===== src/rtl/gated_kalman_position_filter_assert.svh =====
// ---------------------------------------------------------------------------
// gated_kalman_position_filter assertion macros
// Concurrent check wrappers, compiled out for synthesis.
// ---------------------------------------------------------------------------
`ifndef GATED_KALMAN_POSITION_FILTER_ASSERT_SVH
`define GATED_KALMAN_POSITION_FILTER_ASSERT_SVH

`ifndef SYNTHESIS
// check sampled on the rising clock, masked while reset is active
`define GKPF_ASSERT(lbl, clk, rst_n, prop, msg) \
    lbl: assert property (@(posedge clk) disable iff (!rst_n) prop) else $error(msg);
// check sampled on the rising clock, reset included
`define GKPF_ASSERT_NORST(lbl, clk, prop, msg) \
    lbl: assert property (@(posedge clk) prop) else $error(msg);
`else
`define GKPF_ASSERT(lbl, clk, rst_n, prop, msg)
`define GKPF_ASSERT_NORST(lbl, clk, prop, msg)
`endif

`endif


===== src/rtl/gkpf_pkg.sv =====
// ---------------------------------------------------------------------------
// gkpf_pkg
// Types and constants of the gated constant-position Kalman filter.
// ---------------------------------------------------------------------------
package gkpf_pkg;

    // fixed-point format
    localparam int unsigned FRAC_BITS = 16;
    localparam int unsigned AXES      = 3;
    localparam int unsigned WORD_W    = 32;
    localparam int unsigned AX_W      = 2;
    localparam int unsigned DIV_STEPS = WORD_W;
    localparam int unsigned CNT_W     = $clog2(DIV_STEPS);
    localparam int unsigned IDX_W     = 2;

    // register indexes
    localparam logic [IDX_W-1:0] REG_GATE_THR  = 2'd0;
    localparam logic [IDX_W-1:0] REG_PROC_VAR  = 2'd1;
    localparam logic [IDX_W-1:0] REG_MEAS_VAR  = 2'd2;
    localparam logic [IDX_W-1:0] REG_START_VAR = 2'd3;

    // reset values, rounded and saturated to 32 bits
    localparam logic [63:0] GATE_RAW  = ((64'd7815 << FRAC_BITS) + 64'd500) / 64'd1000;
    localparam logic [63:0] PROC_RAW  = ((64'd1 << FRAC_BITS) + 64'd50) / 64'd100;
    localparam logic [63:0] MEAS_RAW  = ((64'd1 << FRAC_BITS) + 64'd5) / 64'd10;
    localparam logic [63:0] START_RAW = 64'd1000 << FRAC_BITS;
    localparam logic [63:0] U32_MAX   = 64'h0000_0000_FFFF_FFFF;

    localparam logic [WORD_W-1:0] GATE_THR_RST  =
        (GATE_RAW > U32_MAX) ? '1 : GATE_RAW[WORD_W-1:0];
    localparam logic [WORD_W-1:0] PROC_VAR_RST  =
        (PROC_RAW > U32_MAX) ? '1 : PROC_RAW[WORD_W-1:0];
    localparam logic [WORD_W-1:0] MEAS_VAR_RST  =
        (MEAS_RAW > U32_MAX) ? '1 : MEAS_RAW[WORD_W-1:0];
    localparam logic [WORD_W-1:0] START_VAR_RST =
        (START_RAW > U32_MAX) ? '1 : START_RAW[WORD_W-1:0];

    // sequencer states
    typedef enum logic [3:0] {
        ST_IDLE,
        ST_INIT,
        ST_PREP,
        ST_MUL,
        ST_CHK,
        ST_DIV,
        ST_RES,
        ST_DECIDE,
        ST_OUT
    } state_t;

    // operation running on the shared multiplier and divider
    typedef enum logic [1:0] {
        OP_GATE,
        OP_EST,
        OP_VAR
    } op_t;

endpackage


===== src/rtl/gated_kalman_position_filter.sv =====
// ---------------------------------------------------------------------------
// gated_kalman_position_filter
// Three scalar Kalman filters sharing one chi-square gate, worked axis by
// axis on one 32x32 multiplier and one radix-2 divider.
// ---------------------------------------------------------------------------
// Usage
//   s_ channel: one transfer carries a measured position (x, y, z).
//   m_ channel: one transfer per input with the filtered position and flags.
//   cfg port: gate threshold, q, r and start variance, written while idle.
// Sequence
//   first item after reset: loads the filter and passes through
//   item failing the gate: three gate divisions
//   item passing the gate: three gate divisions plus six
//   update divisions; each division runs on the shared divider,
//   one quotient bit per cycle unless the quotient saturates, and sets the rate.
//   s_tready is high only while the sequencer is idle, one item at a time.
// Reset
//   clears the sequencer, the output valid and the primed flag and loads the
//   default register values; the next item initialises the filter.
// Receiver stall
//   the result waits in the output register; the next item is taken and
//   worked meanwhile, and its result waits for the register to free up.
// ---------------------------------------------------------------------------
module gated_kalman_position_filter (
    input  logic                            aclk,
    input  logic                            aresetn,
    // input stream
    input  logic                            s_tvalid,
    output logic                            s_tready,
    input  logic [95:0]                     s_tdata,   // obs_x, obs_y, obs_z
    // result stream
    output logic                            m_tvalid,
    input  logic                            m_tready,
    output logic [95:0]                     m_tdata,   // filt_x, filt_y, filt_z
    output logic [1:0]                      m_tuser,   // rejected, first_sample
    // configuration
    input  logic                            cfg_wr_en,
    input  logic [gkpf_pkg::IDX_W-1:0]      cfg_index,
    input  logic [gkpf_pkg::WORD_W-1:0]     cfg_wdata
);

    localparam int unsigned W = gkpf_pkg::WORD_W;

    // configuration registers
    logic [W-1:0] gate_thr_reg, proc_var_reg, meas_var_reg, start_var_reg;

    // sequencer
    gkpf_pkg::state_t                 state_reg, state_next;
    gkpf_pkg::op_t                    op_reg, op_next;
    logic [gkpf_pkg::AX_W-1:0]        ax_reg, ax_next;
    logic [gkpf_pkg::CNT_W-1:0]       cnt_reg, cnt_next;
    logic                             primed_reg, primed_next;

    // filter state and per-axis working values
    logic [2:0][W-1:0] obs_reg, obs_next;
    logic [2:0][W-1:0] est_reg, est_next;
    logic [2:0][W-1:0] var_reg, var_next;
    logic [2:0][W-1:0] pv_reg, pv_next;
    logic [2:0][W-1:0] s_reg, s_next;
    logic [2:0][W-1:0] mag_reg, mag_next;
    logic [2:0]        neg_reg, neg_next;
    logic [W-1:0]      gate_reg, gate_next;
    logic              rej_reg, rej_next;
    logic              first_reg, first_next;

    // shared divider: remainder and dividend/quotient shift register
    logic [W-1:0] rem_reg, rem_next;
    logic [W-1:0] lo_reg, lo_next;

    // output register
    logic              m_valid_reg, m_valid_next;
    logic [95:0]       m_data_reg, m_data_next;
    logic [1:0]        m_user_reg, m_user_next;

    // datapath wires
    logic              s_accept;
    logic [W-1:0]      s_cur;
    logic [W:0]        y_diff, y_neg;
    logic [W:0]        pv_sum, s_sum;
    logic [W-1:0]      pv_sat, s_sat;
    logic [W-1:0]      mul_a, mul_b;
    logic [2*W-1:0]    product;
    logic [W:0]        div_shl, div_sub;
    logic              div_ge;
    logic [W:0]        gate_sum;
    logic              out_free;

    assign s_accept = s_tvalid && s_tready;
    assign s_tready = (state_reg == gkpf_pkg::ST_IDLE);
    assign m_tvalid = m_valid_reg;
    assign m_tdata  = m_data_reg;
    assign m_tuser  = m_user_reg;
    assign out_free = !m_valid_reg || m_tready;
    assign s_cur    = s_reg[ax_reg];

    // innovation and predicted variances of the current axis
    always_comb begin
        y_diff = {obs_reg[ax_reg][W-1], obs_reg[ax_reg]} -
                 {est_reg[ax_reg][W-1], est_reg[ax_reg]};
        y_neg  = -y_diff;
        pv_sum = {1'b0, var_reg[ax_reg]} + {1'b0, proc_var_reg};
        pv_sat = pv_sum[W] ? '1 : pv_sum[W-1:0];
        s_sum  = {1'b0, pv_sat} + {1'b0, meas_var_reg};
        s_sat  = s_sum[W] ? '1 : s_sum[W-1:0];
        if (s_sat == '0) begin
            s_sat = {{(W-1){1'b0}}, 1'b1};
        end
    end

    // shared multiplier operand select
    always_comb begin
        mul_a   = (op_reg == gkpf_pkg::OP_VAR)  ? pv_reg[ax_reg] : mag_reg[ax_reg];
        mul_b   = (op_reg == gkpf_pkg::OP_GATE) ? mag_reg[ax_reg] : pv_reg[ax_reg];
        product = {{W{1'b0}}, mul_a} * {{W{1'b0}}, mul_b};
    end

    // one restoring division step
    always_comb begin
        div_shl = {rem_reg, lo_reg[W-1]};
        div_sub = div_shl - {1'b0, s_cur};
        div_ge  = (div_shl >= {1'b0, s_cur});
    end

    // saturating gate accumulate
    assign gate_sum = {1'b0, gate_reg} + {1'b0, lo_reg};

    // sequencer and datapath next state
    always_comb begin
        state_next   = state_reg;
        op_next      = op_reg;
        ax_next      = ax_reg;
        cnt_next     = cnt_reg;
        primed_next  = primed_reg;
        obs_next     = obs_reg;
        est_next     = est_reg;
        var_next     = var_reg;
        pv_next      = pv_reg;
        s_next       = s_reg;
        mag_next     = mag_reg;
        neg_next     = neg_reg;
        gate_next    = gate_reg;
        rej_next     = rej_reg;
        first_next   = first_reg;
        rem_next     = rem_reg;
        lo_next      = lo_reg;
        m_valid_next = m_valid_reg;
        m_data_next  = m_data_reg;
        m_user_next  = m_user_reg;

        // output transfer frees the register
        if (m_valid_reg && m_tready) begin
            m_valid_next = 1'b0;
        end

        unique case (state_reg)
            gkpf_pkg::ST_IDLE: begin
                if (s_accept) begin
                    obs_next   = {s_tdata[95:64], s_tdata[63:32], s_tdata[31:0]};
                    rej_next   = 1'b0;
                    first_next = !primed_reg;
                    gate_next  = '0;
                    ax_next    = '0;
                    op_next    = gkpf_pkg::OP_GATE;
                    state_next = primed_reg ? gkpf_pkg::ST_PREP : gkpf_pkg::ST_INIT;
                end
            end
            // first sample loads the filter
            gkpf_pkg::ST_INIT: begin
                for (int i = 0; i < 3; i++) begin
                    est_next[i] = obs_reg[i];
                    var_next[i] = start_var_reg;
                end
                primed_next = 1'b1;
                state_next  = gkpf_pkg::ST_OUT;
            end
            // per-axis predicted variance and innovation
            gkpf_pkg::ST_PREP: begin
                pv_next[ax_reg]  = pv_sat;
                s_next[ax_reg]   = s_sat;
                neg_next[ax_reg] = y_diff[W];
                mag_next[ax_reg] = y_diff[W] ? y_neg[W-1:0] : y_diff[W-1:0];
                state_next       = gkpf_pkg::ST_MUL;
            end
            gkpf_pkg::ST_MUL: begin
                rem_next   = product[2*W-1:W];
                lo_next    = product[W-1:0];
                state_next = gkpf_pkg::ST_CHK;
            end
            // quotient that would not fit in 32 bits saturates
            gkpf_pkg::ST_CHK: begin
                cnt_next = '0;
                if (rem_reg >= s_cur) begin
                    lo_next    = '1;
                    state_next = gkpf_pkg::ST_RES;
                end else begin
                    state_next = gkpf_pkg::ST_DIV;
                end
            end
            gkpf_pkg::ST_DIV: begin
                rem_next = div_ge ? div_sub[W-1:0] : div_shl[W-1:0];
                lo_next  = {lo_reg[W-2:0], div_ge};
                if (cnt_reg == '1) begin
                    cnt_next   = '0;
                    state_next = gkpf_pkg::ST_RES;
                end else begin
                    cnt_next = cnt_reg + 1'b1;
                end
            end
            // use the quotient
            gkpf_pkg::ST_RES: begin
                case (op_reg)
                    gkpf_pkg::OP_GATE: begin
                        gate_next = gate_sum[W] ? '1 : gate_sum[W-1:0];
                        if (ax_reg == gkpf_pkg::AX_W'(gkpf_pkg::AXES - 1)) begin
                            state_next = gkpf_pkg::ST_DECIDE;
                        end else begin
                            ax_next    = ax_reg + 1'b1;
                            state_next = gkpf_pkg::ST_PREP;
                        end
                    end
                    gkpf_pkg::OP_EST: begin
                        est_next[ax_reg] = neg_reg[ax_reg] ? est_reg[ax_reg] - lo_reg
                                                           : est_reg[ax_reg] + lo_reg;
                        op_next    = gkpf_pkg::OP_VAR;
                        state_next = gkpf_pkg::ST_MUL;
                    end
                    default: begin
                        var_next[ax_reg] = pv_reg[ax_reg] - lo_reg;
                        if (ax_reg == gkpf_pkg::AX_W'(gkpf_pkg::AXES - 1)) begin
                            state_next = gkpf_pkg::ST_OUT;
                        end else begin
                            ax_next    = ax_reg + 1'b1;
                            op_next    = gkpf_pkg::OP_EST;
                            state_next = gkpf_pkg::ST_MUL;
                        end
                    end
                endcase
            end
            // gate decision
            gkpf_pkg::ST_DECIDE: begin
                if (gate_reg > gate_thr_reg) begin
                    rej_next = 1'b1;
                    for (int i = 0; i < 3; i++) begin
                        var_next[i] = pv_reg[i];
                    end
                    state_next = gkpf_pkg::ST_OUT;
                end else begin
                    ax_next    = '0;
                    op_next    = gkpf_pkg::OP_EST;
                    state_next = gkpf_pkg::ST_MUL;
                end
            end
            // hand the result to the output register
            gkpf_pkg::ST_OUT: begin
                if (out_free) begin
                    m_valid_next = 1'b1;
                    m_data_next  = {est_reg[2], est_reg[1], est_reg[0]};
                    m_user_next  = {first_reg, rej_reg};
                    state_next   = gkpf_pkg::ST_IDLE;
                end
            end
            default: begin
                state_next = gkpf_pkg::ST_IDLE;
            end
        endcase
    end

    // state register and control
    always_ff @(posedge aclk) begin
        if (!aresetn) begin
            state_reg   <= gkpf_pkg::ST_IDLE;
            op_reg      <= gkpf_pkg::OP_GATE;
            ax_reg      <= '0;
            cnt_reg     <= '0;
            primed_reg  <= 1'b0;
            m_valid_reg <= 1'b0;
        end else begin
            state_reg   <= state_next;
            op_reg      <= op_next;
            ax_reg      <= ax_next;
            cnt_reg     <= cnt_next;
            primed_reg  <= primed_next;
            m_valid_reg <= m_valid_next;
        end
    end

    // payload registers
    always_ff @(posedge aclk) begin
        obs_reg    <= obs_next;
        est_reg    <= est_next;
        var_reg    <= var_next;
        pv_reg     <= pv_next;
        s_reg      <= s_next;
        mag_reg    <= mag_next;
        neg_reg    <= neg_next;
        gate_reg   <= gate_next;
        rej_reg    <= rej_next;
        first_reg  <= first_next;
        rem_reg    <= rem_next;
        lo_reg     <= lo_next;
        m_data_reg <= m_data_next;
        m_user_reg <= m_user_next;
    end

    // configuration writes
    always_ff @(posedge aclk) begin
        if (!aresetn) begin
            gate_thr_reg  <= gkpf_pkg::GATE_THR_RST;
            proc_var_reg  <= gkpf_pkg::PROC_VAR_RST;
            meas_var_reg  <= gkpf_pkg::MEAS_VAR_RST;
            start_var_reg <= gkpf_pkg::START_VAR_RST;
        end else if (cfg_wr_en) begin
            unique case (cfg_index)
                gkpf_pkg::REG_GATE_THR:  gate_thr_reg  <= cfg_wdata;
                gkpf_pkg::REG_PROC_VAR:  proc_var_reg  <= cfg_wdata;
                gkpf_pkg::REG_MEAS_VAR:  meas_var_reg  <= cfg_wdata;
                gkpf_pkg::REG_START_VAR: start_var_reg <= cfg_wdata;
                default: ;
            endcase
        end
    end

    // checks
`include "gated_kalman_position_filter_assert.svh"

    `GKPF_ASSERT(a_div_rem_below_divisor, aclk, aresetn, (state_reg == gkpf_pkg::ST_DIV) |-> (rem_reg < s_cur), "divider remainder not below divisor")
    `GKPF_ASSERT(a_cnt_idle_outside_div, aclk, aresetn, (state_reg != gkpf_pkg::ST_DIV) |-> (cnt_reg == '0), "step counter running outside division")
    `GKPF_ASSERT(a_unprimed_inits, aclk, aresetn, (s_accept && !primed_reg) |=> (state_reg == gkpf_pkg::ST_INIT), "unprimed item did not initialise")
    `GKPF_ASSERT(a_gate_then_decide, aclk, aresetn, (state_reg == gkpf_pkg::ST_RES && op_reg == gkpf_pkg::OP_GATE && ax_reg == 2'd2) |=> (state_reg == gkpf_pkg::ST_DECIDE), "gate sum not followed by decision")
    `GKPF_ASSERT_NORST(a_reset_idle, aclk, !aresetn |=> (state_reg == gkpf_pkg::ST_IDLE && !m_valid_reg && !primed_reg), "reset did not clear control state")

endmodule


===== config.mk =====
export PLATFORM = sky130hd
export DESIGN_NAME = gated_kalman_position_filter
export DESIGN_NICKNAME = d
export VERILOG_FILES = /design/src/rtl/gkpf_pkg.sv /design/src/rtl/gated_kalman_position_filter.sv
export VERILOG_INCLUDE_DIRS = /design/src /design/src/rtl
export SDC_FILE = /design/constraint.sdc
export NUM_CORES = 2
export LEC_CHECK = 0
export ABC_AREA = 0
export BUFFER_PORTS_ARGS = -buffer_cell sky130_fd_sc_hd__clkbuf_2
export CORE_MARGIN = 3
export CORE_UTILIZATION = 40
export CTS_CLUSTER_DIAMETER = 80
export CTS_CLUSTER_SIZE = 24
export DETAILED_ROUTE_END_ITERATION = 10
export PLACE_DENSITY = 0.58
export SYNTH_ARGS = -nofsm -noshare
export SYNTH_HDL_FRONTEND = slang
export SYNTH_SLANG_ARGS = --single-unit

===== constraint.sdc =====
create_clock -name aclk -period 18.2 [get_ports aclk]
set_input_delay 1.82 -clock aclk [delete_from_list [all_inputs] [get_ports aclk]]
set_output_delay 1.82 -clock aclk [all_outputs]
set_load 0.005 [all_outputs]

==> reports/metrics.cfg <==
[floorplan]
start_util_pct = 40.3
rows = 168
io_pins = 235
fp.dieArea_um2 = 217000
die-width_um = 466
core_um2 = 210000
die_h_um = 466

[final_layout]
area_growth_pct = 7.55
layout_common_cells = 1,123 x nand2_1, 1,059 x inv_1, 919 x nor2_1
fill_cells = 20200
layout_commonest_cell = nand2_1
final_layout_size_suffix_gt1_share_pct = 6.90
fin_nets = 10400

[setup_path]
cp_slowest_stage_delay_ns = 1.04
crit_type = register to register
rr_startpoint = ax_reg[1]$_SDFFE_PN0P_
crit_path_end_kind = register
critPathBufInv = 7
cpLargestDelayFamily = adder cells
cp-start-kind = register
rr_endpoint = rem_reg[25]$_DFFE_PP_
cp.required_ns = 18.75
cp_slowest_cell = dfxtp_4
cp.depth = 31
crit_arrival_ns = 13.39
cp_common_cell = fa_1
r2r_setup_slack_ns = 5.36
path_max_fanout = 73
crit_path_start = ax_reg[1]$_SDFFE_PN0P_
reg2reg_depth = 31
crit_end = rem_reg[25]$_DFFE_PP_

[logic_synthesis]
seq_area_frac_synth_pct = 30.9
syn_inst = 8846
yosys_warnings = 0
synthTopCellsByArea = edfxtp_1 28%, fa_1 21%, ha_1 8.2%
yosys.area_share.simple_pct = 12.7
postSynthAreaPerCell_um2 = 9.56
synth-xor-area-share_pct = 3.14
synthMuxAreaShare_pct = 2.96
synth_top_family_by_area = adder cells
synthArstFlopShare_pct = 0
synth_fp_nets = 10400
synth_edf_count = 775
synthDistinctLibCells = 92
syn_area_um2 = 84600
ys.flop_type = edfxtp_1
synth.top_cell.area_share_pct = 27.5
yosysTopAreaCell = edfxtp_1
ys_seq_elements = 918
synth_compound_area_share_pct = 13.9
synth_fa_ha_area_share_pct = 29.6

[drt]
via_per_inst = 5.70
drtPass1Iterations = 6
wl_per_cell_um = 25.6
ant_nets = 0
drt_iter0_drc = 6805
routed-via-count = 66600
wirelength_um = 299000
drc = 0

[timing]
period_minus_slack_ns = 12.84
min_period_over_period_pct = 70.6
fin_skew_ns = 0.0478
tightest_slew_ns = 1.47
hold_viol = 0
tns_ns = 0
setup_slack_ns = 5.36
maxSlewHeadroom_pct = 1.01
drv_slew = 0
fmax_mhz = 77.9
setup_viol = 0
rsz0062_at_grt = no

[clock_network]
h-tree-depth = 2
cts_tree = yes
numClockSinks = 918
post_cts_resized = 0
clk_pin_slew_ns = 0.10
cts_setup_buffers = 0
worstSkewPairLatency_ns = 0.72
cts_buffers = 56
hold_buffers = 0
cts_root_buf = clkbuf_16
cts_buffer_depth = 3

[job]
maxCapViolations = 2

[global_routing]
grtUsageTotal_pct = 27.1
grt_pass1_wl_um = 441000
grt_pass1_vias = 66600
antenna_found_initial = 9
grt_overflow = 0
grt_max_degree = 92

[placed_design]
dp_hpwl_um = 229000
port_buffers = 234
dp_slack_ns = 5.63
gp_congestion = 0.959

[run_status]
failed_checks = max-capacitance violations
status = finished with violations

[worst_hold_path]
hold_path_class = register to register

[cell usage after synthesis, types with 70 or more instances]
library cell / number
edfxtp_1: 775
nand3_1: 86
a21o_1: 197
xor2_1: 96
a22o_1: 88
o21a_1: 112
ha_1: 556
a21oi_1: 489
clkbuf_1: 407
nor2_1: 929
inv_1: 1060
a31oi_1: 70
o21ai_0: 408
a21boi_0: 116
fa_1: 903
xnor2_1: 207
dfxtp_1: 143
nand2_1: 1124
mux2i_1: 248
[cells by family (layout without fill, tap and decap cells)]
kind of cell / after synthesis / count (layout)
xor gates and xnor gates: 303 / 303
adders and majority gates: 1459 / 1459
AOI/OAI and AO/OA: 1849 / 1849
muxes: 250 / 250
buffers and inverters: 1519 / 1547
DFF: 918 / 918
other: 0 / 12
and+or+nand+nor: 2548 / 2548
[stage by stage]
step / util [%] / area (um^2) / instances / hold slack (ns)
5_1_grt: 43.3 / 90900 / 11700 / 0.433
3_5_place_dp: 42.4 / 89100 / 11600 / 0.417
3_3_place_gp: 42.4 / 89100 / 11600 / 0.426
6_report: 43.3 / 91000 / 11700 / 0.426
2_1_floorplan: - / 84600 / 8846 / 0.400
4_1_cts: 43.3 / 90900 / 11700 / 0.422
[worst min-delay path by stage]
stage | endpoint | start | cells after the start | slack, ns
floorplan | m_tuser[0]$_DFFE_PP_ | rej_reg$_DFFE_PP_ | 0 | 0.40
global placement | m_tuser[1]$_DFFE_PP_ | first_reg$_DFFE_PP_ | 0 | 0.43
detailed placement | m_tuser[1]$_DFFE_PP_ | first_reg$_DFFE_PP_ | 0 | 0.42
CTS | m_tuser[1]$_DFFE_PP_ | first_reg$_DFFE_PP_ | 0 | 0.42
global route | m_tuser[1]$_DFFE_PP_ | first_reg$_DFFE_PP_ | 0 | 0.43
finish | m_tuser[1]$_DFFE_PP_ | first_reg$_DFFE_PP_ | 0 | 0.43
[per-layer routing]
metal / routed length [um] / track usage, % / part of all wire (%)
met4: 10700 / 8.71 / 3.6
met3: 25300 / 4.43 / 8.5
met1: 130000 / 38.6 / 44
met2: 133000 / 42.2 / 44
met5: 0 / 0 / 0
[cell type report]
type	instances	area, um^2	share of cell area [%]
sequential	918	26100	28.7
tap	2805	3510	3.86
clock buffer	65	1470	1.61
clock inverter	32	423	0.465
timing repair buffer	387	2330	2.57
inverter	1063	3990	4.39
antenna	12	30.0	0.0330
multi-input combinational	6409	53100	58.3
[worst reg2reg max path: cells and delay by family (launching register included)]
| kind | cells | cell delay, ns |
|---|---|---|
| AOI/OAI and AO/OA | 6 | 2.67 |
| adders and majority gates | 9 | 4.56 |
| buffers and inverters | 7 | 1.28 |
| DFF | 1 | 1.04 |
| and+or+nand+nor | 9 | 3.08 |
Power is not shown: default switching activity piles up to over one toggle a cycle in this logic, so the estimate is an artifact.
